## src/design/cmcs_pkg.sv

```systemverilog
// Shared constants, codes and types of the context model counter store.
package cmcs_pkg;

    localparam int NUM_CONTEXTS = 65536;
    localparam int MAX_SYMBOLS  = 4;
    localparam int COUNTER_BITS = 16;

    localparam int ADDR_W       = $clog2(NUM_CONTEXTS);
    localparam int CTX_W        = 16;
    localparam int SYM_W        = 2;
    localparam int FREQ_W       = 32;
    localparam int TOTAL_W      = 34;
    localparam int FREQ_LANES   = 4;
    localparam int CFG_DATA_W   = 16;

    localparam logic [31:0] NUM_CTX_L = 32'(NUM_CONTEXTS);
    localparam logic [31:0] CTX_RECIP = 32'((64'd1 << 32) / NUM_CONTEXTS);
    localparam logic [COUNTER_BITS-1:0] CNT_MAX = '1;

    localparam logic [1:0] ACT_UPDATE = 2'd0;
    localparam logic [1:0] ACT_QUERY  = 2'd1;
    localparam logic [1:0] ACT_CLEAR  = 2'd2;

    localparam logic [1:0] CFG_SYMBOL_COUNT = 2'd0;
    localparam logic [1:0] CFG_COUNT_LIMIT  = 2'd1;
    localparam logic [1:0] CFG_FREQ_OFFSET  = 2'd2;
    localparam logic [1:0] CFG_FREQ_SCALE   = 2'd3;

    typedef logic [COUNTER_BITS-1:0] t_count;
    typedef t_count [MAX_SYMBOLS-1:0] t_entry;

    typedef struct packed {
        logic [1:0]       action;
        logic [CTX_W-1:0] context_index;
        logic [SYM_W-1:0] symbol;
    } t_in_data;

    typedef struct packed {
        logic [FREQ_W-1:0]  freq_a;
        logic [FREQ_W-1:0]  freq_b;
        logic [FREQ_W-1:0]  freq_c;
        logic [FREQ_W-1:0]  freq_d;
        logic [TOTAL_W-1:0] freq_total;
    } t_out_data;

    typedef struct packed {
        logic [FREQ_LANES-1:0] used;
        logic [15:0]           offset;
        logic [15:0]           scale;
    } t_freq_cfg;

    typedef struct packed {
        logic busy;
        logic done;
    } t_freq_stat;

endpackage

```

## src/design/cmcs_freq.sv

```systemverilog
// Three-stage pipeline that turns one entry of counters into frequency estimates and their total.
module cmcs_freq
    import cmcs_pkg::*;
(
    input  logic       i_clk,
    input  logic       i_rst_n,
    input  logic       i_start,
    input  t_entry     i_entry,
    input  t_freq_cfg  i_cfg,
    output t_freq_stat o_stat,
    output t_out_data  o_result
);

    logic [COUNTER_BITS-1:0] lane_count [FREQ_LANES];
    logic [FREQ_W-1:0]       r_prod     [FREQ_LANES];
    logic [FREQ_W-1:0]       r_freq     [FREQ_LANES];
    logic [TOTAL_W-1:0]      total_sum;
    logic [2:0]              r_valid;
    t_out_data               r_result;

    for (genvar k = 0; k < FREQ_LANES; k++) begin : g_lane
        if (k < MAX_SYMBOLS) begin : g_used
            assign lane_count[k] = i_entry[k];
        end else begin : g_unused
            assign lane_count[k] = '0;
        end
    end

    always_comb begin
        total_sum = '0;
        for (int k = 0; k < FREQ_LANES; k++) begin
            total_sum = total_sum + TOTAL_W'(r_freq[k]);
        end
    end

    always_ff @(posedge i_clk) begin
        if (!i_rst_n) begin
            r_valid <= '0;
        end else begin
            r_valid <= {r_valid[1:0], i_start};
        end
    end

    always_ff @(posedge i_clk) begin
        for (int k = 0; k < FREQ_LANES; k++) begin
            if (i_start) begin
                r_prod[k] <= FREQ_W'(i_cfg.scale) * FREQ_W'(lane_count[k]);
            end
            if (r_valid[0]) begin
                r_freq[k] <= i_cfg.used[k] ? FREQ_W'(i_cfg.offset) + r_prod[k] : '0;
            end
        end
        if (r_valid[1]) begin
            r_result.freq_a     <= r_freq[0];
            r_result.freq_b     <= r_freq[1];
            r_result.freq_c     <= r_freq[2];
            r_result.freq_d     <= r_freq[3];
            r_result.freq_total <= total_sum;
        end
    end

    assign o_stat.busy = |r_valid;
    assign o_stat.done = r_valid[2];
    assign o_result    = r_result;

endmodule

```

## config.mk

```make
export PLATFORM = sky130hd
export DESIGN_NAME = cmcs_freq
export DESIGN_NICKNAME = d
export VERILOG_FILES = /design/src/design/cmcs_pkg.sv /design/src/design/cmcs_freq.sv
export SDC_FILE = /design/constraint.sdc
export NUM_CORES = 2
export LEC_CHECK = 0
export BUFFER_PORTS_ARGS = -buffer_cell sky130_fd_sc_hd__buf_4
export CAP_MARGIN = 0
export CORE_ASPECT_RATIO = 1.75
export CORE_MARGIN = 8
export CORE_UTILIZATION = 40
export DETAILED_ROUTE_END_ITERATION = 8
export PLACE_DENSITY = 0.65
export SLEW_MARGIN = 0
export SYNTH_ARGS = -nofsm -noshare
export SYNTH_HDL_FRONTEND = slang
export SYNTH_SLANG_ARGS = --single-unit
export TNS_END_PERCENT = 10
```

## constraint.sdc

```tcl
create_clock -name i_clk -period 7.51 [get_ports i_clk]
set_clock_uncertainty 0.1 [all_clocks]
set_input_delay 0.751 -clock i_clk [delete_from_list [all_inputs] [get_ports i_clk]]
set_output_delay 0.751 -clock i_clk [all_outputs]
set_load 0.02 [all_outputs]
```

* Yosys cells after proc, flatten, opt, wreduce, memory -nomap -nowiden
Memory sizes are Yosys's and may differ from the RTL's.
Index checks and enable logic that the tools add are counted.
W data, S select, Z words.
** Word-level totals
- Register bits after elaboration :: 165
- Bits in latches :: 0
- Memory bits (writable) :: 256
- ROM bits :: 0
- Bits of input ports :: 103
- Output and inout bits :: 164
- Word-level logic and storage cells :: 28
- Memories :: 2
** Memory list
- r_freq :: words 4, bits a word 32, read ports 4, clocked after Yosys merged registers in 0, wr ports 4, RTL line cmcs_freq.sv:16 : logic [FREQ_W-1:0] r_freq [FREQ_LANES];
- r_prod :: words 4, bits a word 32, read ports 4, clocked after Yosys merged registers in 0, wr ports 4, RTL line cmcs_freq.sv:15 : logic [FREQ_W-1:0] r_prod [FREQ_LANES];
** Operators by class
- Add/subtract/negate cells :: 7
- $mul :: 4
- Div/mod/pow operators :: 0
- $lt $le $gt $ge :: 0
- Equal/unequal tests :: 0
- Shift-type cells :: 0
- Multiplexer cells :: 8
- Bitwise logic cells :: 0
- Reductions and logical operators :: 1
** Operator list (number)
- $add A16 B32 Y32 :: 4
- $mul A16 B16 Y32 :: 4
- $mux W32 :: 4
- $add A33 B32 Y34 :: 1
- $add A34 B32 Y34 :: 1
- $add A32 B32 Y33 :: 1
- $mux W1 :: 4
- $reduce_or A3 Y1 :: 1

* Depth between registers and ports, before layout
- Word-level depth :: 3
- Depth in mapped cells :: 25
- Gate-level depth less buffers :: 22

* Worst setup path before layout
Ideal clock, no wire load.
- Path type :: input to register
- From :: input port i_cfg[7] (netlist bit)
- To :: memory r_prod[1][29] (data pin)
- Setup time :: 0.271 ns
- Arrival time :: 6.371 ns
- Required time :: 7.139 ns
- Slack :: 0.767 ns
- Stages on the path :: 24
- Buffers on the path :: 3
- Cell sequence :: clkbuf_1 clkbuf_1 nand2_1 fa_1 inv_1 fa_1 inv_1 fa_1 inv_1 fa_1 fa_1 inv_1 fa_1 inv_1 ha_1 clkbuf_1 a21o_1 a21o_1 a211oi_1 o21bai_1 and3_1 nor3_2 mux2i_1 o2111ai_1
** RTL lines
- from (decl) :: RTL line cmcs_freq.sv:9 : input t_freq_cfg i_cfg,
- to (decl) :: RTL line cmcs_freq.sv:15

==> impl_metrics.py <==
metrics = {
    "worst_setup_path": {
        "cp-start-kind": "input port",
        "critical-path-top-delay-family": "adder cells",
        "timing.critical_path.buf_inv": 7,
        "path_max_fanout": 37,
        "standard_cell_with_the_maximum_stage_delay_on_the_critical_path": "fa_1",
        "worstPathCellList": "buf_4, buf_4, and2_1, fa_1, inv_1, fa_1, fa_1, fa_1, inv_1, fa_1, inv_1, fa_1, inv_1, ha_1, nand3_1, nor2_1, o311ai_1, a2111oi_0, buf_4, nor2_1, o21ai_1, xor2_1",
        "end_kind": "register",
        "worst-setup-path-type": "in2reg",
        "worstPathArrival_ps": 6970,
        "cp_data_required_time_ps": 7750,
        "critPathMaxStageDelay_ps": 530,
        "timing.critical_path.mode_cell": "fa_1",
    },
    "yosys": {
        "yosys_most_used_dff": "edfxtp_1",
        "synth-seq-cells": 421,
        "synth_top_cells_by_area": "fa_1, edfxtp_1, ha_1",
        "synthArstFlopShare": 0,
        "avgSynthCellArea_sq_um": 9.96,
        "yosysSeqAreaShare": 0.230,
        "synth.lib_cells_used.distinct": 96,
        "cells_after_synthesis": 5515,
        "synth_top_cell_area_share": 0.308,
        "ys_warn_count": 0,
        "post_synth_most_frequent_cells": "inv_1, fa_1, nand2_1",
        "synth.net_count": 6975,
        "synth.cell_area_sq_um": 54900,
        "number_of_flops_mapped_to_enable_cells_by_yosys": 418,
        "post-synth-top-count-cell": "inv_1",
        "synth_top_area_cell": "fa_1",
    },
    "grt": {
        "grt_util_met1": 0.233,
        "grt_util_all_layers": 0.204,
        "grt_overflow_total": 0,
        "first_global_vias": 42600,
        "grt-busiest-layer": "met2",
        "global_route.usage.met2": 0.370,
        "grt_pass1_wl_mm": 237,
        "antenna_found_initial": 10,
        "grt_use_met3": 0.0270,
        "grt_max_degree": 141,
    },
    "floorplanning": {
        "floorplan.initialDensity": 0.401,
        "die_w_microns": 296,
        "floorplan.io_pins": 267,
        "core_area_sq_um": 137000,
        "design.die.area_sq_um": 150000,
        "placement_rows": 180,
        "die_height_microns": 506,
    },
    "timing": {
        "final_max_slew_viol_count": 0,
        "rsz_0062_raised_after_global_routing": "false",
        "worst_rel_slew_slack": 0.268,
        "final_cycle_utilization_of_the_critical_path": 0.897,
        "setup_tns_ps": 0,
        "fmax_mhz": 149,
        "hold_viol_final": 0,
        "report.final.setup_viol": 0,
        "finalWorstPathRequiredPeriod_ps": 6730,
        "tightest_slew_ps": 1080,
    },
    "outcome": {
        "outcome": "finished, final reports clean",
    },
    "cts": {
        "path_clk_slew_ps": 60,
        "cts.sinks": 421,
        "clock_latency_ps": 600,
        "cts.hold.buffers_added": 0,
        "cts_made_buffers": 41,
        "post-cts-setup-buffer-count": 0,
        "cts_root_buf": "clkbuf_16",
        "post_cts_resized": 0,
        "clockBufferDepth": 3,
        "tritoncts": "done",
        "h-tree-depth": 2,
    },
    "route": {
        "antenna_left": 0,
        "route.detailed.drc": 0,
        "avgRoutedWirePerCell_microns": 20.3,
        "vias_per_cell": 5.19,
        "drt_initial_violations": 2104,
        "drt_wl_total_mm": 152,
        "drtPass1Iterations": 5,
        "dr_vias": 39000,
    },
    "cells_and_area": {
        "drive_above_1_share": 0.0762,
        "syn_to_final_growth_pct": 9.75,
        "nFillCells": 13100,
        "num-nets-final": 7115,
    },
    "flow_run": {
        "drv.max_cap_violation_count": 0,
    },
    "place": {
        "port-buffer-count": 266,
        "dpl.hpwl_mm": 126,
        "finalWeightedCongestion": 0.916,
    },
    "worst_hold_path": {
        "worst_min_delay_path_class": "in2reg",
    },
}
-- metrics by stage --
step / std cells / util / setup WS, ps / cell area, sq um / hold WS, ps
after floorplan: 5515 / - / 767 / 54900 / 333
after global placement: 7432 / 0.430 / 243 / 58900 / 369
after detailed placement: 7432 / 0.430 / 198 / 58900 / 373
after CTS: 7506 / 0.440 / 814 / 60300 / 234
after global routing: 7507 / 0.440 / 361 / 60300 / 263
final: 7509 / 0.440 / 776 / 60300 / 282
-- sequential cells by signal, indices dropped and copies added, names as in the netlist --
| name | count |
|---|---|
| o_result | 162 |
| r_freq | 128 |
| r_prod | 128 |
| r_valid | 3 |
-- final timing paths --
kind                            cells past startpoint     startpoint  slack [ps]       endpoint
worst min-delay path                                2        i_rst_n         280     r_valid[0]
worst min register to register                      0  r_freq[0][27]         390  o_result[157]
worst max register to register                     13   r_freq[1][1]        3080   o_result[29]
worst max-delay path                               22       i_cfg[5]         780  r_prod[3][26]
-- cell usage in the layout (no fill, tap or decap), drive strengths merged, types with 6 or more instances in the layout --
cell type / instances
nor2b: 27
nand2: 711
nor3: 53
nand4: 26
ha: 513
xnor2: 135
a211oi: 36
o21ai: 119
clkinv: 15
nand2b: 33
mux2i: 23
a21boi: 10
or3: 21
and2: 481
xor2: 57
nand3b: 6
a21o: 104
nor2: 186
a31oi: 20
edfxtp: 418
o311ai: 9
o21a: 29
and4: 6
fa: 844
nor3b: 6
clkbuf: 49
inv: 964
and3: 39
buf: 329
or4: 7
o21bai: 29
o31ai: 18
nand3: 56
o211ai: 17
o31a: 7
nor4: 8
a21oi: 196
-- cell families after synthesis --
logic type               after synthesis  synth area share
AND/OR/NAND/NOR                     1678             0.150
AO/OA/AOI/OAI                        650            0.0790
multiplexers                          24           0.00440
flip-flops                           421             0.230
XOR/XNOR                             192            0.0306
buffers and inverters               1193            0.0819
adder cells (fa/ha/maj)             1357             0.425
-- final cells by class --
class	count	area, sq um	area share
inverters	961	3610	0.0598
flip-flops and latches	421	12600	0.209
clock inverters	25	300	0.00498
clock buffers	49	1100	0.0182
repair buffers	329	2560	0.0424
multi-input cells	3901	37800	0.627
well taps	1820	2280	0.0378
diodes	3	7.51	0.000125
-- metal layers --
layer	routed length [microns]	vias to the layer above
met2	77600	1085
met1	58500	19700
li1	-	17900
met5	72	-
met3	7780	330
met4	8340	12
Power is not shown: default switching activity piles up to over one toggle a cycle in this logic, so the estimate is an artifact.
